$ cat src/hdl/velocity_frame_rotation_macros.svh
`ifndef VELOCITY_FRAME_ROTATION_MACROS_SVH
`define VELOCITY_FRAME_ROTATION_MACROS_SVH

// same-cycle implication, sampled on clk, off while rst is high
`define VFR_ASSERT_NOW(name, ante, cons) \
  name: assert property (@(posedge clk) disable iff (rst) (ante) |-> (cons)) \
    else $error("velocity_frame_rotation: assertion failed");

// next-cycle implication, sampled on clk, off while rst is high
`define VFR_ASSERT_NEXT(name, ante, cons) \
  name: assert property (@(posedge clk) disable iff (rst) (ante) |=> (cons)) \
    else $error("velocity_frame_rotation: assertion failed");

`endif

$ cat src/hdl/vfr_pkg.sv
package vfr_pkg;

  localparam int FRAC_BITS  = 16;
  localparam int GAIN_SHIFT = 30;
  localparam int TABLE_LEN  = 24;
  localparam int ANGLE_BITS = 16;
  localparam int Z_BITS     = 32;

  localparam logic signed [31:0] GAIN_Q30 = 32'sd652032874;

  localparam logic signed [Z_BITS-1:0] ATAN_TURNS [TABLE_LEN] = '{
    32'sd536870912, 32'sd316933406, 32'sd167458907, 32'sd85004756,
    32'sd42667331,  32'sd21354465,  32'sd10679838,  32'sd5340245,
    32'sd2670163,   32'sd1335087,   32'sd667544,    32'sd333772,
    32'sd166886,    32'sd83443,     32'sd41722,     32'sd20861,
    32'sd10430,     32'sd5215,      32'sd2608,      32'sd1304,
    32'sd652,       32'sd326,       32'sd163,       32'sd81
  };

endpackage

$ cat src/hdl/vfr_prescale.sv
module vfr_prescale #(
  parameter int SB = 16,
  parameter int W  = 35
) (
  input  logic                                  clk,
  input  logic                                  rst,
  input  logic [1:0]                            en,
  input  logic                                  in_vld,
  input  logic signed [vfr_pkg::ANGLE_BITS-1:0] angle,
  input  logic signed [SB-1:0]                  vx,
  input  logic signed [SB-1:0]                  vy,
  output logic [1:0]                            vld,
  output logic signed [W-1:0]                   x,
  output logic signed [W-1:0]                   y,
  output logic signed [vfr_pkg::Z_BITS-1:0]     z
);
  import vfr_pkg::*;

  localparam int PW = SB + 33;
  localparam int LO = GAIN_SHIFT - FRAC_BITS;

  logic                          flip;
  logic signed [SB:0]            vx_ext;
  logic signed [SB:0]            vy_ext;
  logic signed [SB:0]            nx;
  logic signed [SB:0]            ny;
  logic signed [ANGLE_BITS-1:0]  ang;
  logic signed [PW-1:0]          px;
  logic signed [PW-1:0]          py;

  // fold angles outside a quarter turn: negate the vector, remove a half turn
  assign flip   = angle[ANGLE_BITS-1] ^ angle[ANGLE_BITS-2];
  assign vx_ext = {vx[SB-1], vx};
  assign vy_ext = {vy[SB-1], vy};

  assign px = nx * GAIN_Q30;
  assign py = ny * GAIN_Q30;

  always_ff @(posedge clk) begin
    if (rst) begin
      vld <= '0;
    end else begin
      if (en[0]) vld[0] <= in_vld;
      if (en[1]) vld[1] <= vld[0];
    end
  end

  always_ff @(posedge clk) begin
    if (en[0]) begin
      nx  <= flip ? -vx_ext : vx_ext;
      ny  <= flip ? -vy_ext : vy_ext;
      ang <= {angle[ANGLE_BITS-1] ^ flip, angle[ANGLE_BITS-2:0]};
    end
    if (en[1]) begin
      x <= px[W+LO-1:LO];
      y <= py[W+LO-1:LO];
      z <= {ang, {(Z_BITS-ANGLE_BITS){1'b0}}};
    end
  end

endmodule

$ cat config.mk
export PLATFORM = sky130hd
export DESIGN_NAME = vfr_prescale
export DESIGN_NICKNAME = d
export VERILOG_FILES = /design/src/hdl/velocity_frame_rotation_macros.svh /design/src/hdl/vfr_pkg.sv /design/src/hdl/vfr_prescale.sv
export SDC_FILE = /design/constraint.sdc
export NUM_CORES = 1
export LEC_CHECK = 0
export BUFFER_PORTS_ARGS = -buffer_cell sky130_fd_sc_hd__buf_2
export CAP_MARGIN = 20
export CORE_ASPECT_RATIO = 0.75
export CORE_MARGIN = 1.5
export CORE_UTILIZATION = 50
export CTS_CLUSTER_DIAMETER = 30
export DETAILED_ROUTE_END_ITERATION = 6
export PLACE_DENSITY = 0.7
export SETUP_SLACK_MARGIN = 0.05
export SYNTH_ARGS = -nofsm -noshare
export SYNTH_HDL_FRONTEND = slang
export SYNTH_SLANG_ARGS = --single-unit
$ cat constraint.sdc
create_clock -name clk -period 7.9 [get_ports clk]
set_clock_uncertainty 0.1 [all_clocks]
set_input_delay 0.395 -clock clk [delete_from_list [all_inputs] [get_ports clk]]
set_output_delay 0.395 -clock clk [all_outputs]
set_load 0.03 [all_outputs]
**Word level (Yosys, flattened, before mapping)**

Cells that the tools add are included.

- Bits in registers: 138
- Input bits: 53
- Output and inout port bits: 104
- Logic and storage cells: 16

- $add $sub $neg: 2
- $mul: 2
- Mux-type cells: 2
- Bitwise operators: 2

Operators with widths:

| operator | count |
|---|---|
| multiplier 17 x 30 -> 47 bit, second input constant | 2 |
| 2-to-1 mux 17 bit | 2 |
| negation 16 -> 17 bit | 2 |
| bitwise XOR 1 bit | 2 |

**Depth between registers and ports, before layout**

Gate-level depths: netlist (run 1).

- Depth after elaboration: 2
- Mapped depth: 23
- Depth with buffers taken out: 22

**Worst setup path after synthesis (run 1)**

No wires, ideal clock.

- Path kind: reg-to-reg
- From: register ny[14]
- To: register y[32], data pin
- Library setup time: 0.258 ns
- Arrival: 5.560 ns
- Data required time: 7.542 ns
- Path slack: 1.983 ns
- Stages on the path, launching flop included: 21
- Path buffers: 0
- Clock period less this slack: 5.917 ns
- Path through: edfxtp_1 fa_1 inv_1 fa_1 inv_1 fa_1 fa_1 fa_1 inv_1 fa_1 inv_1 ha_1 nand2_2 nor4_2 a211o_2 a21bo_4 o31ai_2 o22ai_2 o221ai_2 a41oi_2 xnor2_1

- Longest elaborated chain between the ends: 1

RTL lines:

| what | RTL line | RTL |
|---|---|---|
| start: declaration | vfr_prescale.sv:26 | `logic signed [SB:0] ny;` |
| start signal: assignment | vfr_prescale.sv:51 | `ny <= flip ? -vy_ext : vy_ext;` |
| multiplier 17 x 30 -> 47 bit | vfr_prescale.sv:37 | `assign py = ny * GAIN_Q30;` |
| net py[46] | vfr_prescale.sv:29 | `logic signed [PW-1:0] py;` |
| end signal: assignment | vfr_prescale.sv:56 | `y <= py[W+LO-1:LO];` |
| end: declaration | vfr_prescale.sv:14 | `output logic signed [W-1:0] y,` |

The timed path passes the listed nets, and every way through them passes these cells.
A chain may end at the register's enable or synchronous reset.

**Worst setup path after layout (run 1)**

Same ends and word-level chain as after synthesis.

==> results of run 1 <==
==> how the worst max path moves through the flow <==
stage	to	slack, ns	from
floorplan	y[32]$_DFFE_PP_	1.98	ny[14]$_DFFE_PP_
global placement	x[31]$_DFFE_PP_	1.20	nx[7]$_DFFE_PP_
detailed placement	y[32]$_DFFE_PP_	1.17	ny[14]$_DFFE_PP_
CTS	y[32]$_DFFE_PP_	1.14	ny[14]$_DFFE_PP_
global route	y[32]$_DFFE_PP_	0.74	ny[14]$_DFFE_PP_
finish	y[32]$_DFFE_PP_	1.06	ny[14]$_DFFE_PP_
==> cell usage after synthesis (3+ instances only) <==
cell	n
o221ai_1	3
o21bai_1	11
o41ai_1	4
o211ai_1	4
clkbuf_1	16
nor2b_1	8
a21oi_1	77
o21a_1	6
fa_1	378
a31oi_1	9
o31ai_2	3
a21o_1	34
nand3_1	9
nand4_1	23
o21ai_2	5
o21ai_0	38
nor4_1	4
a211oi_1	9
buf_4	18
edfxtp_1	134
xor2_1	28
o31ai_1	5
o22ai_1	4
a21oi_2	6
nand2b_1	5
nor3_1	11
nand2_1	65
buf_2	5
and3_1	5
or2_2	6
ha_1	335
inv_1	636
o21ai_1	6
xnor2_1	64
nor2_1	61
==> what timing repair did <==
item	4_1_cts	5_1_grt
buffers inserted	0	0
hold buffers	15	0
setup endpoints to repair	0	0
hold endpoints to repair	16	0
==> worst register-to-register path, delay by kind of cell, from the launching register on <==
family | cells | cell delay (ns)
XOR/XNOR | 1 | 0.15
buffers and inverters | 4 | 0.55
adder cells (fa/ha/maj) | 7 | 3.33
AO/OA/AOI/OAI | 8 | 1.77
flip-flops | 1 | 0.69
==> sequential cells by signal, summed over array words and instances (netlist names) <==
signal and count:
x 34, nx 17, y 34, ang 16, ny 17, z 16, vld 2
==> routing by layer <==
layer | vias to the layer above | routed length, um | track usage [%]
li1 | 6811 | - | -
met1 | 7402 | 28100 | 40.8
met2 | 523 | 21100 | 33.9
met3 | 35 | 6040 | 9.09
met4 | 2 | 626 | 5.28
met5 | - | 90 | 1.53
==> layout make-up <==
cell class	instances	area (um2)	share of cell area [%]
Clock inverter	14	186	0.775
Clock buffer	18	429	1.78
Tap cell	578	723	3.01
Sequential cell	136	4060	16.9
Multi-Input combinational cell	1288	15400	64.0
Timing Repair Buffer	158	876	3.64
Inverter	636	2390	9.92
==> kinds of logic after synthesis <==
group	share of synthesized area, %
adders and majority gates	53.4
buffers and inverters	11.8
AOI/OAI and AO/OA	7.83
and+or+nand+nor	4.65
DFF	18.5
xor gates and xnor gates	3.66
muxes	0.0910
other	0.0170
==> through the flow <==
| stage | util [%] | hold WS, ns | std cells |
|---|---|---|---|
| after CTS | 55.5 | 0.00229 | 2828 |
| after floorplan | - | 0.300 | 2099 |
| after global placement | 53.7 | 0.301 | 2781 |
| after global routing | 55.5 | 0.0151 | 2828 |
| after detailed placement | 53.7 | 0.305 | 2781 |
| final | 55.5 | 0.0324 | 2828 |
==> impl_metrics.toml, run 1 <==
[cts]
post_cts_resized = 0
cts_tree = "built"
clk_latency_ns = 0.47
cts-root-buf = "clkbuf_16"
clkTransAtPathRegs_ns = 0.07
cts.sinks = 136
numCtsBuffers = 17
htreeDepth = 4
cts_buffer_depth = 2

[logic_synthesis]
synth_area_um2 = 22000
synth_edf_count = 134
ys_ff_latch = 136
synth_cells = 2084
ys_warn_count = 0
ys_seq_area_share_pct = 18.5
synth_area_leaders = "fa_1 (34%), ha_1 (19%), edfxtp_1 (18%), inv_1 (11%), xnor2_1 (2.5%)"
ys_types = 74
synth_top_area_share_pct = 34.4
async_flop_share_pct = 0
yosysTopAreaCell = "fa_1"
synth_area_per_cell_um2 = 10.6
ys.flop_type = "edfxtp_1"

[worst_setup_path]
rrSetupSlack_ns = 1.06
arrival_ns = 6.96
startpoint_type = "register"
cp-end-kind = "register"
crit_family = "adder cells"
worstReg2RegEnd = "y[32]$_DFFE_PP_"
crit_chain = "fa_1 -> inv_1 -> fa_1 -> inv_1 -> fa_1 -> fa_1 -> fa_1 -> inv_1 -> fa_1 -> inv_1 -> ha_1 -> a21oi_1 -> o21ai_0 -> a211o_2 -> a21bo_4 -> o31ai_2 -> o22ai_2 -> o221ai_2 -> a41oi_2 -> xnor2_1"
crit_type = "register to register"
critPathBufInv = 4
rr_worst_depth = 20
timing.rr.start = "ny[14]$_DFFE_PP_"
crit_top_cell = "fa_1"
critical_path.max_stage_delay_ns = 0.69
crit_fanout = 11
cp_data_required_time_ns = 8.02
slowest_stage = "edfxtp_1"
crit_cells = 20

[floorplanning]
start_util_pct = 50.8
die_w_um = 245
dieArea_um2 = 45300
rows = 66
core_um2 = 43400
io_pins = 157
fp.dieH_um = 185

[sta]
fin_crit_sh_pct = 86.6
finalSetupTns_ns = 0
layout_setup_ws_ns = 1.06
setup_viol = 0
max_slew.worst_pin.slew_ns = 0.917
hold_viol = 0
slew_headroom_pct = 38.6
rsz0062_at_grt = "false"
max_freq_mhz = 146
fin_crit_ns = 6.84
slew_violations = 0

[final_layout]
areaGrowthSynthToFinish_pct = 9.32
fillCellCount = 3792
drive_above_1_share_pct = 9.56
fin_area_um2 = 24100
layout_commonest_cell = "inv_1"
nets = 3003
antenna_cells = 0
layout_common_cells = "inv_1 (636), fa_1 (378), ha_1 (335)"

[hold_path]
whs_path_depth = 1
hold_path_startpoint = "vx[0]"
whs_endpoint = "nx[0]$_DFFE_PP_"
hold_path_class = "input pin to register"

[global_routing]
grt_pass1_vias = 15300
grt_pass1_wl_um = 86800
grt_use_total_pct = 26.1
antenna_found_initial = 0
overflow = 0
grt_max_degree = 52

[place]
port_buffers = 140
placed_area_um2 = 23300
hpwl_um = 49500
preCtsSetupSlack_ns = 1.17
gp_congestion = 1.05

[detailed_routing]
drc = 0
vias = 14800
finalWirelength_um = 55900
routedWlPerCell_um = 19.8
routed_via_density = 5.22
drt-initial-drc-count = 1028
antenna_left = 0
drtPass1Iterations = 5

[outcome]
status = "completed"

[job]
max_cap_violations = 0
Power of run 1 is not shown: default switching activity piles up to over one toggle a cycle in this logic, so the estimate is an artifact.
==> run 2, diff against run 1 <==
- HOLD_SLACK_MARGIN: default -> 0.1
==> run 2 against run 1 <==
  * Count of clock-buffer cells in the layout did not move
  * Sequential share of layout area barely moved
  * Final cell count rose by 0.14%
  * Worst setup slack got worse by 0.022 ns
  * Flip-flop and latch count did not move
  * Via count rose by 0.13%
  * Largest cell class unchanged
  * Highest routed layer unchanged
==> impl_metrics.toml, run 2 (synthesis results as in run 1) <==
[hold_path]
hold_path_class = "input pin to register"

[job]
max_cap_violations = 0

[detailed_routing]
routedWlPerCell_um = 19.7
drc = 0
drtPass1Iterations = 5
antenna_left = 0
drt-initial-drc-count = 1009
finalWirelength_um = 55900
vias = 14800
routed_via_density = 5.22

[sta]
hold_viol = 0
layout_setup_ws_ns = 1.04
max_freq_mhz = 146
setup_viol = 0
finalSetupTns_ns = 0
fin_crit_ns = 6.86
slew_headroom_pct = 39.1
max_slew.worst_pin.slew_ns = 0.911
rsz0062_at_grt = "false"
fin_crit_sh_pct = 86.9
slew_violations = 0

[worst_setup_path]
crit_chain = "fa_1 -> inv_1 -> fa_1 -> inv_1 -> fa_1 -> fa_1 -> fa_1 -> inv_1 -> fa_1 -> inv_1 -> ha_1 -> a21oi_1 -> o21ai_0 -> a211o_2 -> a21bo_4 -> o31ai_2 -> o22ai_2 -> o211ai_1 -> a21oi_1 -> xnor2_1"
crit_type = "register to register"
crit_family = "adder cells"
rrSetupSlack_ns = 1.04
startpoint_type = "register"
arrival_ns = 6.98
slowest_stage = "edfxtp_1"
critPathBufInv = 4
cp-end-kind = "register"
crit_fanout = 11
critical_path.max_stage_delay_ns = 0.69
cp_data_required_time_ns = 8.01
crit_top_cell = "fa_1"

[cts]
cts-root-buf = "clkbuf_16"
clk_latency_ns = 0.47
cts_setup_buffers = 0
cts_tree = "built"
cts_buffer_depth = 2
htreeDepth = 4
clkTransAtPathRegs_ns = 0.07
cts.sinks = 136
numCtsBuffers = 17

[floorplanning]
fp.dieH_um = 185
rows = 66
io_pins = 157
core_um2 = 43400
start_util_pct = 50.8
die_w_um = 245
dieArea_um2 = 45300

[global_routing]
grt_max_degree = 52
grt_use_total_pct = 26.1
antenna_found_initial = 0
grt_pass1_wl_um = 86800
grt_pass1_vias = 15300
overflow = 0

[place]
preCtsSetupSlack_ns = 1.17
hpwl_um = 49500
gp_congestion = 1.05
port_buffers = 140
placed_area_um2 = 23300

[final_layout]
layout_common_cells = "inv_1 (636), fa_1 (378), ha_1 (335)"
reg_top3 = "x: 34 flops, y: 34 flops"
layout_commonest_cell = "inv_1"
fin_area_um2 = 24100
drive_above_1_share_pct = 9.54
multiInputGateArea_um2 = 15400
nets = 3007
areaGrowthSynthToFinish_pct = 9.50
fillCellCount = 3787
antenna_cells = 0
seqCellArea_um2 = 4060

[outcome]
status = "completed"
-- run 2: changes by cell type in the layout (fill, tap and decap cells not counted) --
| cell | change |
|---|---|
| dlygate4sd3_1 | +4 |
-- run 2: worst paths after layout --
check | endpoint | from | cells after the start
max reg2reg | y[26]$_DFFE_PP_ | ny[14]$_DFFE_PP_ | 20
min | ny[10]$_DFFE_PP_ | vy[10] | 2
max | y[26]$_DFFE_PP_ | ny[14]$_DFFE_PP_ | 20
min reg2reg | z[24]$_DFFE_PP_ | ang[8]$_DFFE_PP_ | 0
-- run 2: repair_timing --
item | in CTS | in global routing
hold buffers | 19 | 0
endpoints found under the hold margin | 20 | 0
resized for setup | 0 | 0
-- run 2: layout make-up --
cell class / count / share of cell area [%]
multi-input cells: 1288 / 63.9
flip-flops and latches: 136 / 16.9
inverters: 636 / 9.91
repair buffers: 162 / 3.80
well taps: 578 / 3.00
clock buffers: 18 / 1.78
clock inverters: 14 / 0.774
-- run 2: worst reg2reg max path: cells and delay by family (launching register included) --
kind | cells | cell delay [ns]
DFF | 1 | 0.69
adders and majority gates | 7 | 3.35
buffers and inverters | 4 | 0.56
AOI/OAI and AO/OA | 8 | 1.78
xor gates and xnor gates | 1 | 0.14
-- run 2: layer usage --
| layer | wire, um | share of wire, % | global-route usage, % | vias up |
|---|---|---|---|---|
| met5 | 90 | 0.16 | 1.53 | - |
| met1 | 28000 | 50 | 40.8 | 7381 |
| met3 | 6070 | 11 | 9.09 | 37 |
| met2 | 21100 | 38 | 33.9 | 549 |
| li1 | - | - | - | 6823 |
| met4 | 617 | 1.1 | 5.28 | 2 |
-- run 2: per-stage QoR --
step | std cells | hold slack [ns] | util (%)
4_1_cts | 2832 | 0.115 | 55.6
3_5_place_dp | 2781 | 0.305 | 53.7
6_report | 2832 | 0.143 | 55.6
2_1_floorplan | 2099 | 0.300 | -
3_3_place_gp | 2781 | 0.301 | 53.7
5_1_grt | 2832 | 0.144 | 55.6
Power of run 2 is left out for the same reason.
==> run 3, diff against run 2 <==
- GPL_TIMING_DRIVEN: default -> 0
==> run 3 against run 2 <==
  * Wire length is 0.74% lower
  * Utilization is 0.51 points higher
  * Register-to-register slack worse by 0.27 ns
  * Die area stayed put
  * Count of clock-buffer cells in the layout is 1 lower
  * Non-clock buffer count is 38 higher
  * Fmax is 3.8% lower
  * Critical path depth is 1 higher
==> impl_metrics.toml, run 3 (synthesis results as in run 1) <==
[outcome]
status = "completed"

[cts]
cts.sinks = 136
cts_buffer_depth = 2
clkTransAtPathRegs_ns = 0.07
numCtsBuffers = 17
cts_setup_buffers = 0
htreeDepth = 4
clk_latency_ns = 0.47
cts-root-buf = "clkbuf_16"
cts_tree = "built"

[worst_setup_path]
crit_type = "register to register"
crit_top_cell = "inv_1"
crit_chain = "ha_1 -> inv_1 -> fa_1 -> inv_1 -> fa_1 -> inv_1 -> fa_1 -> inv_1 -> fa_1 -> inv_1 -> fa_1 -> inv_1 -> ha_1 -> and3_1 -> a22o_1 -> and3b_1 -> o211ai_1 -> a211oi_1 -> o21ai_0 -> a21oi_1 -> xor2_1"
crit_fanout = 5
rr_worst_depth = 21
arrival_ns = 7.25
critical_path.max_stage_delay_ns = 0.79
startpoint_type = "register"
cp_data_required_time_ns = 8.01
slowest_stage = "a211oi_1"
cp-end-kind = "register"

[sta]
slew_headroom_pct = 38.9
fin_crit_sh_pct = 90.4
finalSetupTns_ns = 0
rsz0062_at_grt = "false"
hold_viol = 0
max_freq_mhz = 140
max_slew.worst_pin.slew_ns = 0.911
slew_violations = 0
fin_crit_ns = 7.14
setup_viol = 0

[place]
gp_congestion = 0.976
port_buffers = 140
placed_area_um2 = 23500
hpwl_um = 49000

[global_routing]
grt_pass1_vias = 15200
grt_use_total_pct = 25.9
overflow = 0
antenna_found_initial = 1
grt_max_degree = 59
grt_pass1_wl_um = 86400

[hold_path]
whs_path_depth = 2
hold_path_class = "input pin to register"

[floorplanning]
core_um2 = 43400
die_w_um = 245
start_util_pct = 50.8
dieArea_um2 = 45300
fp.dieH_um = 185
io_pins = 157
rows = 66

[detailed_routing]
drt-initial-drc-count = 953
antenna_left = 0
routedWlPerCell_um = 19.3
vias = 14700
drc = 0
routed_via_density = 5.11
drtPass1Iterations = 5
finalWirelength_um = 55500

[final_layout]
final_core_util_pct = 56.1
reg_top3 = "x: 34 flops, y: 34 flops"
drive_above_1_share_pct = 10.4
areaGrowthSynthToFinish_pct = 10.5
nets = 3045
antenna_cells = 0
fin_area_um2 = 24300
layout_common_cells = "inv_1 (636), fa_1 (378), ha_1 (335)"
layout_commonest_cell = "inv_1"

[job]
max_cap_violations = 0
run 3: changes by cell type in the layout (fill, tap and decap cells not counted):
cell,previous run,this run
buf_4,4,19
clkinv_4,4,3
buf_2,139,144
clkinv_2,0,1
buf_16,0,1
clkbuf_1,1,16
clkinv_8,0,1
bufinv_16,3,1
inv_8,1,4
inv_6,4,3
buf_12,0,1
run 3: metal layers:
layer	track usage (%)	share of wire, %	vias to the layer above
met2	35.4	39	502
met4	3.63	0.71	0
li1	-	-	6918
met1	40.2	50	7233
met5	0	0	-
met3	8.36	9.8	25
run 3: timing repair:
action | 4_1_cts | 5_1_grt
resized for setup | 0 | 0
hold endpoints to repair | 19 | 0
hold buffers | 19 | 0
run 3: final cells by class:
class | instances | area, um2
buffer | 39 | 220
clock buffer | 17 | 425
clock inverter | 15 | 164
fill | 3827 | 19000
inverter | 636 | 2390
multi-input combinational | 1288 | 15400
sequential | 136 | 4060
tap | 578 | 723
timing repair buffer | 161 | 941
run 3: stage by stage:
stage	instances	hold slack (ns)	setup slack, ns
after detailed placement	2819	0.305	0.947
after global placement	2817	0.300	0.988
after floorplan	2099	0.300	1.98
after global routing	2870	0.144	0.501
final	2870	0.148	0.762
after CTS	2870	0.123	0.941
run 3: path summary, 6_finish.rpt:
path / startpoint / endpoint / slack, ns
max: ny[2]$_DFFE_PP_ / y[33]$_DFFE_PP_ / 0.76
min: vy[14] / ny[14]$_DFFE_PP_ / 0.15
max reg2reg: ny[2]$_DFFE_PP_ / y[33]$_DFFE_PP_ / 0.76
min reg2reg: ang[12]$_DFFE_PP_ / z[28]$_DFFE_PP_ / 0.31
run 3: critical path, delay by kind of cell (launching register included):
family          cells  cell delay, ns
compound gates      5            1.67
xor+xnor            1            0.09
fa+ha+maj           7            3.56
buf+inv             6            0.47
flops               1            0.59
simple gates        2            0.39
Power of run 3 is left out for the same reason.
