$ cat config.mk
export PLATFORM = sky130hd
export DESIGN_NAME = vfr_finish
export DESIGN_NICKNAME = d
export VERILOG_FILES = /design/src/hdl/velocity_frame_rotation_macros.svh /design/src/hdl/vfr_pkg.sv /design/src/hdl/vfr_finish.sv
export SDC_FILE = /design/constraint.sdc
export NUM_CORES = 1
export LEC_CHECK = 0
export ABC_AREA = 1
export BUFFER_PORTS_ARGS = -buffer_cell sky130_fd_sc_hd__buf_4
export CORE_UTILIZATION = 49
export DETAILED_ROUTE_END_ITERATION = 8
export PLACE_DENSITY = 0.8
export SLEW_MARGIN = 20
export SYNTH_ARGS = -nofsm -noshare
export SYNTH_HDL_FRONTEND = slang
export SYNTH_SLANG_ARGS = --single-unit
$ cat constraint.sdc
create_clock -name clk -period 2.2 [get_ports clk]
set_clock_uncertainty 0.1 [all_clocks]
set_input_delay 0.33 -clock clk [delete_from_list [all_inputs] [get_ports clk]]
set_output_delay 0.33 -clock clk [all_outputs]
set_load 0.01 [all_outputs]
$ cat src/hdl/velocity_frame_rotation_macros.svh
`ifndef VELOCITY_FRAME_ROTATION_MACROS_SVH
`define VELOCITY_FRAME_ROTATION_MACROS_SVH

// same-cycle implication, sampled on clk, off while rst is high
`define VFR_ASSERT_NOW(name, ante, cons) \
  name: assert property (@(posedge clk) disable iff (rst) (ante) |-> (cons)) \
    else $error("velocity_frame_rotation: assertion failed");

// next-cycle implication, sampled on clk, off while rst is high
`define VFR_ASSERT_NEXT(name, ante, cons) \
  name: assert property (@(posedge clk) disable iff (rst) (ante) |=> (cons)) \
    else $error("velocity_frame_rotation: assertion failed");

`endif

$ cat src/hdl/vfr_pkg.sv
package vfr_pkg;

  localparam int FRAC_BITS  = 16;
  localparam int GAIN_SHIFT = 30;
  localparam int TABLE_LEN  = 24;
  localparam int ANGLE_BITS = 16;
  localparam int Z_BITS     = 32;

  localparam logic signed [31:0] GAIN_Q30 = 32'sd652032874;

  localparam logic signed [Z_BITS-1:0] ATAN_TURNS [TABLE_LEN] = '{
    32'sd536870912, 32'sd316933406, 32'sd167458907, 32'sd85004756,
    32'sd42667331,  32'sd21354465,  32'sd10679838,  32'sd5340245,
    32'sd2670163,   32'sd1335087,   32'sd667544,    32'sd333772,
    32'sd166886,    32'sd83443,     32'sd41722,     32'sd20861,
    32'sd10430,     32'sd5215,      32'sd2608,      32'sd1304,
    32'sd652,       32'sd326,       32'sd163,       32'sd81
  };

endpackage

$ cat src/hdl/vfr_finish.sv
module vfr_finish #(
  parameter int SB = 16,
  parameter int W  = 35
) (
  input  logic                clk,
  input  logic                rst,
  input  logic                en,
  input  logic                in_vld,
  input  logic signed [W-1:0] x_in,
  input  logic signed [W-1:0] y_in,
  output logic                vld,
  output logic [SB-1:0]       bx,
  output logic [SB-1:0]       by,
  output logic                sat
);
  import vfr_pkg::*;

  localparam int RW = W - FRAC_BITS;
  localparam logic signed [W-1:0] HALF =
    {{(W-FRAC_BITS){1'b0}}, 1'b1, {(FRAC_BITS-1){1'b0}}};

  logic signed [W-1:0]  xr;
  logic signed [W-1:0]  yr;
  logic [RW-SB:0]       xt;
  logic [RW-SB:0]       yt;
  logic                 x_ovf;
  logic                 y_ovf;
  logic [SB-1:0]        x_sat;
  logic [SB-1:0]        y_sat;

  assign xr = x_in + HALF;
  assign yr = y_in + HALF;
  assign xt = xr[W-1:FRAC_BITS+SB-1];
  assign yt = yr[W-1:FRAC_BITS+SB-1];
  assign x_ovf = !((&xt) || !(|xt));
  assign y_ovf = !((&yt) || !(|yt));

  always_comb begin
    if (x_ovf) begin
      x_sat = xr[W-1] ? {1'b1, {(SB-1){1'b0}}} : {1'b0, {(SB-1){1'b1}}};
    end else begin
      x_sat = xr[FRAC_BITS+SB-1:FRAC_BITS];
    end
    if (y_ovf) begin
      y_sat = yr[W-1] ? {1'b1, {(SB-1){1'b0}}} : {1'b0, {(SB-1){1'b1}}};
    end else begin
      y_sat = yr[FRAC_BITS+SB-1:FRAC_BITS];
    end
  end

  always_ff @(posedge clk) begin
    if (rst) begin
      vld <= 1'b0;
    end else if (en) begin
      vld <= in_vld;
    end
  end

  always_ff @(posedge clk) begin
    if (en) begin
      bx  <= x_sat;
      by  <= y_sat;
      sat <= x_ovf || y_ovf;
    end
  end

endmodule

Yosys cells after proc, flatten, opt, wreduce, memory -nomap -nowiden
Index checks and enable logic that the tools add are counted.
Operators by class
  $add $sub $neg: 2
  mux-type cells: 4
  reductions and logical operators: 11
Operator list (count)
  35-bit by 17-bit adder with 35-bit output, second input constant: 2
  16-bit two-way mux: 4
  4-bit AND reduction: 2
  4-bit OR reduction: 2
  1-bit zero test: 4
  1-bit logical OR: 3
Storage, ports and cells
  bits in registers: 34
  input port bits: 74
  output and inout bits: 34
  word-level logic and storage cells: 21

Depth between registers and ports, before layout
Gate-level depths: netlist (run 1).
  word-level depth: 6
  gate-level depth with buffers: 14
  gate-level depth less buffers: 13

Worst setup path before layout (run 1)
OpenSTA, ideal clock, no wires.
  path type: in2reg
  from: input y_in[15]
  to: register by[10] (data pin)
  arrival: 1.586 ns
  required time: 1.848 ns
  setup slack: 0.261 ns
  stages on the path: 13
  buffers on the path: 1
  path through: ha_1 > inv_2 > nor2_4 > nand2_4 > nor2_4 > nor2_2 > nor2_2 > nand2_2 > nand2_4 > nand2_4 > nand2_4 > buf_12 > nand2_2
Between the ends
  longest elaborated chain between the ends: 5
  elaborated cells between the ends (all ways): 7
  those cells by class: add/sub: 1; mux: 2; reduce/logical: 4
Ends and longest elaborated chain
  start, declared: line vfr_finish.sv:10  | input logic signed [W-1:0] y_in,
  35-bit by 17-bit adder with 35-bit output *: line vfr_finish.sv:32  | assign yr = y_in + HALF;
  4-bit OR reduction: line vfr_finish.sv:36  | assign y_ovf = !((&yt) || !(|yt));
  1-bit zero test: line vfr_finish.sv:36
  1-bit logical OR: line vfr_finish.sv:36
  16-bit two-way mux *: line vfr_finish.sv:44  | if (y_ovf) begin
  via y_sat[10]: line vfr_finish.sv:29  | logic [SB-1:0] y_sat;
  end signal, assigned: line vfr_finish.sv:62  | by <= y_sat;
  end, declared: line vfr_finish.sv:13  | output logic [SB-1:0] by,
The timed path passes the listed nets; every way through them passes the cells marked *.
A chain may end at the register's enable or synchronous reset.

Worst setup path after layout (run 1)
  from: input x_in[15]
  to: register sat (data pin)
Between the ends
  longest elaborated chain between the ends: 6
  elaborated cells between the ends (all ways): 7
  those cells by class: add/sub: 1; reduce/logical: 6
Ends and longest elaborated chain
  start, declared: line vfr_finish.sv:9  | input logic signed [W-1:0] x_in,
  35-bit by 17-bit adder with 35-bit output *: line vfr_finish.sv:31  | assign xr = x_in + HALF;
  4-bit OR reduction: line vfr_finish.sv:35  | assign x_ovf = !((&xt) || !(|xt));
  1-bit zero test: line vfr_finish.sv:35
  1-bit logical OR *: line vfr_finish.sv:35
  1-bit zero test *: line vfr_finish.sv:35
  1-bit logical OR *: line vfr_finish.sv:63  | sat <= x_ovf || y_ovf;
  end signal, assigned: line vfr_finish.sv:63
  end, declared: line vfr_finish.sv:14  | output logic sat
Every way passes the cells marked *; elsewhere a longest branch is shown, timed or not.

==> flow_metrics.tcl, run 1 <==
set metrics [dict create \
    layout_min_cycle_time_ns 1.962 \
    clockBufferDepth 2 \
    ios 108 \
    wl_mm 5.806 \
    initial_core_util 0.5146 \
    syn_inst 335 \
    yosys-top-cells-count "108 x nand2_1, 41 x nand3_1, 33 x edfxtp_1, 33 x nor2_1, 25 x nand2_2" \
    async_flop_share 0 \
    cpMostUsedCell "nor2_1" \
    cp_slowest_cell "nand2_2" \
    p_per_area_nw_per_um2 501.6 \
    path_cells "buf_4, ha_1, nand2_1, nor2_2, nand3_2, nor2_1, nor2_1, nor2_1, nand2_1, nand2_2, nand4_1" \
    synth-seq-cells 34 \
    startpoint_type "input pin" \
    hp-class "input pin to flop" \
    clkSlewWorstSetupHoldPaths_ns 0.06 \
    syn_nets 411 \
    postRouteAntennaNets 0 \
    antenna_cells 0 \
    die-area_um2 5696 \
    final_area_um2 3379 \
    ys_top_cells_by_area "edfxtp_1 37%, nand2_1 15%, nand3_1 7.8%" \
    p_int_mw 1.206 \
    power.share.switching 0.2884 \
    die_w_um 75.47 \
    cap_violations 0 \
    critPathKind "input pin to flop" \
    reg2reg_to "vld" \
    rsz0062_at_grt "no" \
    num_rows 26 \
    wl_per_cell_um 11.87 \
    firstDrtPassIters 4 \
    p_seq_frac 0.475 \
    fin_util 0.6575 \
    grt_start_max_net_pins 35 \
    fmax_mhz 509.7 \
    insertion_delay_ns 0.28 \
    clock_power_share 0.263 \
    crit_path_start "x_in[15]" \
    hpwlAfterDp_mm 4.641 \
    synth.top_cell.area_share 0.3746 \
    vias 2388 \
    dp.cells 481 \
    critPathMaxFanout 16 \
    final_nets 494 \
    grt_overflow 0 \
    fin_crit_sh 0.8919 \
    critPathMaxStageDelay_ns 0.24 \
    power.total_mw 1.695 \
    r2r_cells 2 \
    stdcell_count 489 \
    pwr-share-comb 0.262 \
    setup_violations 0 \
    core-area_um2 5140 \
    drive_gt1_frac 0.3413 \
    critical_path_buf_inv_count 1 \
    antenna_found_initial 0 \
    drtIter0Drc 180 \
    postPlaceCellArea_um2 3292 \
    ys_warn_count 0 \
    outcome "finished clean" \
    synth_edf_count 33 \
    vdd_drop_max_mv 0.2092 \
    r2r_start "vld" \
    area_growth_pct 27.77 \
    htreeDepth 2 \
    seq_area_frac_synth 0.3822 \
    drc 0 \
    root_buffer "clkbuf_8" \
    crit_cells 11 \
    r2r_slack_ns 1.51 \
    die_y_um 75.47 \
    finalHoldViolCount 0 \
    yosys.area.top_type "edfxtp_1" \
    cp_top_family "simple AND/OR/NAND/NOR gates" \
    gp_congestion 0.8911 \
    tightest_slew_ns 0.4512 \
    power_switching_mw 0.4889 \
    clock_sinks 34 \
    cp-endpoint "sat" \
    final_max_slew_viol_count 0 \
    synth.most_common_cell "nand2_1" \
    worstPathArrival_ns 1.88 \
    numCtsBuffers 5 \
    relSlewSlack 0.6992 \
    grt_pass1_wl_mm 9.439 \
    yosysUniqueCellTypes 26 \
    synth_area_per_cell_um2 7.896 \
    cts_tree "yes" \
    place.port_buffers 77 \
    synthesis.area_um2 2645 \
    endpoint_kind "flop" \
    grt_usage 0.2173 \
    critPathRequiredTime_ns 2.11 \
    dominantRegCellSynth "edfxtp_1" \
    fillers 457 \
    grt_pass1_vias 2143 \
    vias_per_cell 4.883 \
    power.leakage_nw 1.566 \
]
## what timing repair did
action,in CTS,in global routing
endpoints found under the setup margin,0,1
resized for setup,0,1
setup buffers,0,0
endpoints found under the hold margin,0,0
hold buffers,0,0
## power by group through the flow
stage	clock [mW]	sequential [mW]	combinational, mW
2_1_floorplan	0	0.852	0.195
3_3_place_gp	0	0.818	0.433
3_5_place_dp	0	0.819	0.445
4_1_cts	0.455	0.806	0.445
5_1_grt	0.480	0.812	0.493
6_report	0.445	0.805	0.445
## flip-flops by register name, indices dropped and copies added (netlist names)
name / cells
bx: 16
by: 16
sat: 1
vld: 1
## layout by cell type (no fill, tap or decap), types with 5 or more instances in the layout
master,n
nor2_2,7
xnor2_1,13
nand2_2,24
nand2_1,108
nor2_1,33
xor2_1,15
nand2_4,8
edfxtp_1,33
nor2_4,7
inv_1,18
clkbuf_8,5
nand3_1,41
buf_4,81
## stage by stage
step	hold WS [ns]	setup slack [ns]	setup TNS, ns
2_1_floorplan	0.3024	0.2615	0
3_3_place_gp	0.3802	0.04561	0
3_5_place_dp	0.3972	-0.09491	-1.058
4_1_cts	0.1006	0.2051	0
5_1_grt	0.1013	0.05556	0
6_report	0.1027	0.2379	0
## per-layer routing
metal	routed length, um	part of all wire	vias to the layer above	GRT usage
li1	-	-	1242	-
met1	2590	0.45	1060	0.2807
met2	2813	0.48	79	0.3730
met3	327	0.056	7	0.04101
met4	74	0.013	0	0.05967
met5	0	0	-	0
## layout make-up
type / count / area (um2) / share of cell area
clock buffer: 6 / 72.57 / 0.02147
multi-input combinational: 272 / 1484 / 0.4391
tap: 70 / 87.58 / 0.02592
timing repair buffer: 82 / 628.1 / 0.1859
inverter: 23 / 86.33 / 0.02555
clock inverter: 2 / 10.01 / 0.002962
sequential: 34 / 1011 / 0.2991
## cell families after synthesis
group,count (synthesis),synth area share
compound gates,2,0.003781
xor+xnor,28,0.09272
fa+ha+maj,2,0.009459
buf+inv,29,0.05865
flops,34,0.3822
mux,1,0.003784
simple gates,239,0.4494
## how the worst min path moves through the flow
stage	start	endpoint	slack [ns]	cells past startpoint
final	rst	vld	0.10	2
after global routing	rst	vld	0.10	2
after CTS	rst	vld	0.10	2
after detailed placement	rst	vld	0.40	2
after global placement	vld	vld	0.38	2
after floorplan	rst	vld	0.30	1
(Power assumes the default switching activity.)
==> run 2: changes to the inputs <==
Settings changed: MAX_ROUTING_LAYER from default to met4.
==> flow_metrics.tcl, run 2 (synthesized netlist as in run 1, its figures left out) <==
set metrics [dict create \
    initial_core_util 0.5146 \
    firstDrtPassIters 4 \
    fin_crit_sh 0.8930 \
    dpl_worst_slack_ns -0.09491 \
    finalHoldViolCount 0 \
    antenna_found_initial 0 \
    p_int_mw 1.206 \
    clockBufferDepth 2 \
    setup_violations 0 \
    pwr-share-comb 0.263 \
    final_common_cell "nand2_1" \
    numCtsBuffers 5 \
    worstPathArrival_ns 1.88 \
    fmax_mhz 509.0 \
    clkSlewWorstSetupHoldPaths_ns 0.06 \
    wl_mm 5.804 \
    num_rows 26 \
    insertion_delay_ns 0.28 \
    mostFrequentLayoutCells "108 x nand2_1, 81 x buf_4, 41 x nand3_1, 33 x nor2_1, 33 x edfxtp_1" \
    ios 108 \
    seq_area_um2 1011 \
    vias_per_cell 4.888 \
    fillers 457 \
    multiInputGateArea_um2 1484 \
    place.port_buffers 77 \
    grt_usage 0.2241 \
    hpwlAfterDp_mm 4.641 \
    grt_pass1_vias 2137 \
    cap_violations 0 \
    cp_top_family "simple AND/OR/NAND/NOR gates" \
    cts_setup_buffers 0 \
    postPlaceCellArea_um2 3292 \
    critPathRequiredTime_ns 2.11 \
    vdd_drop_max_mv 0.2092 \
    path_cells "buf_4, ha_1, nand2_1, nor2_2, nand3_2, nor2_1, nor2_1, nor2_1, nand2_1, nand2_2, nand4_1" \
    hp-class "input pin to flop" \
    finalWorstSetupSlack_ns 0.2355 \
    power.share.switching 0.2881 \
    top_regs "bx (16), by (16)" \
    cts_tree "yes" \
    critical_path_buf_inv_count 1 \
    hold_ws_ns 0.1036 \
    outcome "finished clean" \
    antenna_cells 0 \
    startpoint_type "input pin" \
    critPathMaxStageDelay_ns 0.24 \
    htreeDepth 2 \
    power.leakage_nw 1.566 \
    die-area_um2 5696 \
    die_w_um 75.47 \
    p_seq_frac 0.475 \
    power_switching_mw 0.4882 \
    drive_gt1_frac 0.3413 \
    final_area_um2 3379 \
    wl_per_cell_um 11.87 \
    area_growth_pct 27.77 \
    grt_overflow 0 \
    clock_power_share 0.262 \
    root_buffer "clkbuf_8" \
    cp_slowest_cell "nand2_2" \
    clock_sinks 34 \
    drc 0 \
    critPathMaxFanout 16 \
    final_nets 494 \
    final_max_slew_viol_count 0 \
    endpoint_kind "flop" \
    postRouteAntennaNets 0 \
    critPathKind "input pin to flop" \
    grt_pass1_wl_mm 9.432 \
    relSlewSlack 0.6999 \
    vias 2390 \
    cpMostUsedCell "nor2_1" \
    gp_congestion 0.9062 \
    layout_min_cycle_time_ns 1.965 \
    drtIter0Drc 150 \
    tightest_slew_ns 0.4501 \
    rsz0062_at_grt "no" \
    die_y_um 75.47 \
    p_per_area_nw_per_um2 501.4 \
    core-area_um2 5140 \
    grt_start_max_net_pins 35 \
]
## run 2: cell counts in the layout (fill, tap and decap cells not counted)
No cell type changed its count.
## run 2: worst paths after layout
path | from | slack [ns] | end | cells past startpoint
worst max-delay path | x_in[15] | 0.24 | sat | 11
worst min-delay path | rst | 0.10 | vld | 2
worst max register to register | vld | 1.51 | vld | 2
worst min register to register | vld | 0.41 | vld | 2
## run 2: timing repair
action,4_1_cts,5_1_grt
resized for setup,0,1
setup endpoints to repair,0,1
hold buffers,0,0
## run 2: metrics by stage
step                total power, mW    util  cells  TNS (ns)
floorplan                     1.047       -    335         0
global placement              1.250  0.6405    481         0
detailed placement            1.263  0.6405    481    -1.058
CTS                           1.706  0.6565    489         0
global route                  1.785  0.6575    489         0
finish                        1.695  0.6575    489         0
## run 2: cell type report
type / instances / share of cell area
Timing Repair Buffer: 82 / 0.1859
Clock inverter: 2 / 0.002962
Clock buffer: 6 / 0.02147
Inverter: 23 / 0.02555
Sequential cell: 34 / 0.2991
Tap cell: 70 / 0.02592
Multi-Input combinational cell: 272 / 0.4391
## run 2: power groups by stage
stage | Combinational, mW | Sequential, mW | Clock (mW)
3_3_place_gp | 0.433 | 0.818 | 0
6_report | 0.445 | 0.805 | 0.444
3_5_place_dp | 0.445 | 0.819 | 0
5_1_grt | 0.493 | 0.812 | 0.480
2_1_floorplan | 0.195 | 0.852 | 0
4_1_cts | 0.445 | 0.806 | 0.455
## run 2: worst reg2reg max path: cells and delay by family, from the launching register on
family        cells  cell delay [ns]
flops             1             0.31
mux               1             0.12
simple gates      1             0.05
## run 2: metal layers
| metal | routed length, um | GRT usage | share of wire |
|---|---|---|---|
| met5 | 0 | - | 0 |
| met1 | 2607 | 0.2841 | 0.45 |
| met3 | 293 | 0.03571 | 0.050 |
| met4 | 74 | 0.05967 | 0.013 |
| met2 | 2828 | 0.3730 | 0.49 |
==> run 3: changes to the inputs <==
Settings changed: CTS_BUF_LIST from default to sky130_fd_sc_hd__clkbuf_16.
==> flow_metrics.tcl, run 3 (synthesized netlist as in run 1, its figures left out) <==
set metrics [dict create \
    outcome "finished clean" \
    gp_congestion 0.9062 \
    antenna_found_initial 0 \
    grt_overflow 0 \
    postCtsResizedCells 0 \
    hp-class "input pin to flop" \
    postRouteAntennaNets 0 \
    cap_violations 0 \
    wl_mm 5.909 \
    startpoint_type "input pin" \
    cp_slowest_cell "nand2_2" \
    cts_tree "yes" \
    vdd_drop_max_mv 0.3055 \
    initial_core_util 0.5146 \
    wl_per_cell_um 12.08 \
    dpl_worst_slack_ns -0.09491 \
    critPathRequiredTime_ns 2.10 \
    antenna_cells 0 \
    die-area_um2 5696 \
    clockBufferDepth 2 \
    p_per_area_nw_per_um2 554.7 \
    hold_start "rst" \
    r2r_start "vld" \
    vias 2418 \
    seq_area_um2 1011 \
    root_buffer "clkbuf_16" \
    critPathMaxFanout 16 \
    holdPathEnd "vld" \
    grt_usage 0.2289 \
    die_w_um 75.47 \
    critPathKind "input pin to flop" \
    critPathMaxStageDelay_ns 0.24 \
    finalWorstSetupSlack_ns 0.2189 \
    clock_sinks 34 \
    endpoint_kind "flop" \
    layout_min_cycle_time_ns 1.981 \
    top_regs "bx (16), by (16)" \
    worstPathArrival_ns 1.88 \
    clkSlewWorstSetupHoldPaths_ns 0.05 \
    final_max_slew_viol_count 0 \
    fillers 450 \
    setup_violations 0 \
    finalHoldViolCount 0 \
    numCtsBuffers 5 \
    mostFrequentLayoutCells "108 x nand2_1, 81 x buf_4, 41 x nand3_1, 33 x nor2_1, 33 x edfxtp_1" \
    r2r_slack_ns 1.51 \
    holdBufCountCts 0 \
    core-area_um2 5140 \
    die_y_um 75.47 \
    power.leakage_nw 1.596 \
    final_nets 494 \
    min_delay_path_depth 2 \
    cpMostUsedCell "nor2_1" \
    hpwlAfterDp_mm 4.641 \
    power.total_mw 1.906 \
    final_common_cell "nand2_1" \
    insertion_delay_ns 0.27 \
    fin_crit_sh 0.9005 \
    tightest_slew_ns 0.4357 \
    htreeDepth 2 \
    ios 108 \
    num_rows 26 \
    rsz0062_at_grt "no" \
    vias_per_cell 4.945 \
    drtIter0Drc 162 \
    firstDrtPassIters 4 \
    grt_pass1_wl_mm 9.701 \
    multiInputGateArea_um2 1484 \
    grt_pass1_vias 2206 \
    hold_ws_ns 0.1138 \
    relSlewSlack 0.7096 \
    reg2reg_to "vld" \
    drive_gt1_frac 0.3413 \
    place.port_buffers 77 \
    drc 0 \
    cts_setup_buffers 0 \
    path_cells "buf_4, ha_1, nand2_1, nor2_2, nand3_2, nor2_1, nor2_1, nor2_1, nand2_1, nand2_2, nand4_1" \
    fin_util 0.6685 \
    grt_start_max_net_pins 35 \
    fmax_mhz 504.8 \
    area_growth_pct 29.90 \
    r2r_cells 2 \
]
## run 3: cell types whose count changed in the layout (fill, tap and decap cells not counted), sizes merged
cell / before / now
clkbuf: 6 / 5
inv: 22 / 23
## run 3: cell type report
type                    instances  area share
clock buffers                   5     0.03642
inverters                      23     0.02513
multi-input cells             272      0.4319
well taps                      70     0.02549
clock inverters                 3    0.004006
repair buffers                 82      0.1828
flip-flops and latches         34      0.2942
## run 3: worst max-delay path by stage
stage	from	to	slack (ns)
floorplan	y_in[15]	by[10]	0.26
global placement	x_in[15]	bx[13]	0.05
detailed placement	x_in[15]	bx[2]	-0.09
CTS	x_in[15]	bx[2]	0.19
global route	x_in[15]	sat	0.04
finish	x_in[15]	sat	0.22
## run 3: routing by layer
| layer | routed length [um] | GRT usage | up-vias |
|---|---|---|---|
| met5 | 0 | - | - |
| met4 | 85 | 0.08025 | 0 |
| met3 | 363 | 0.02778 | 9 |
| met2 | 2870 | 0.3770 | 90 |
| met1 | 2590 | 0.2910 | 1075 |
| li1 | - | - | 1244 |
## run 3: critical path: cells and delay by family
family / cells / cell delay [ns]
fa+ha+maj: 1 / 0.19
buf+inv: 1 / 0.11
simple gates: 9 / 1.25
## run 3: per-stage QoR
| stage | cell area (um2) | instances | setup TNS, ns |
|---|---|---|---|
| 2_1_floorplan | 2645 | 335 | 0 |
| 3_3_place_gp | 3292 | 481 | 0 |
| 3_5_place_dp | 3292 | 481 | -1.058 |
| 4_1_cts | 3431 | 489 | 0 |
| 5_1_grt | 3436 | 489 | 0 |
| 6_report | 3436 | 489 | 0 |
## run 3: power breakdown
| part | total (mW) | switching (mW) | internal (mW) |
|---|---|---|---|
| clock | 0.654 | 0.244 | 0.410 |
| sequential | 0.806 | 0.0181 | 0.788 |
| combinational | 0.446 | 0.246 | 0.201 |
| total | 1.91 | 0.507 | 1.40 |
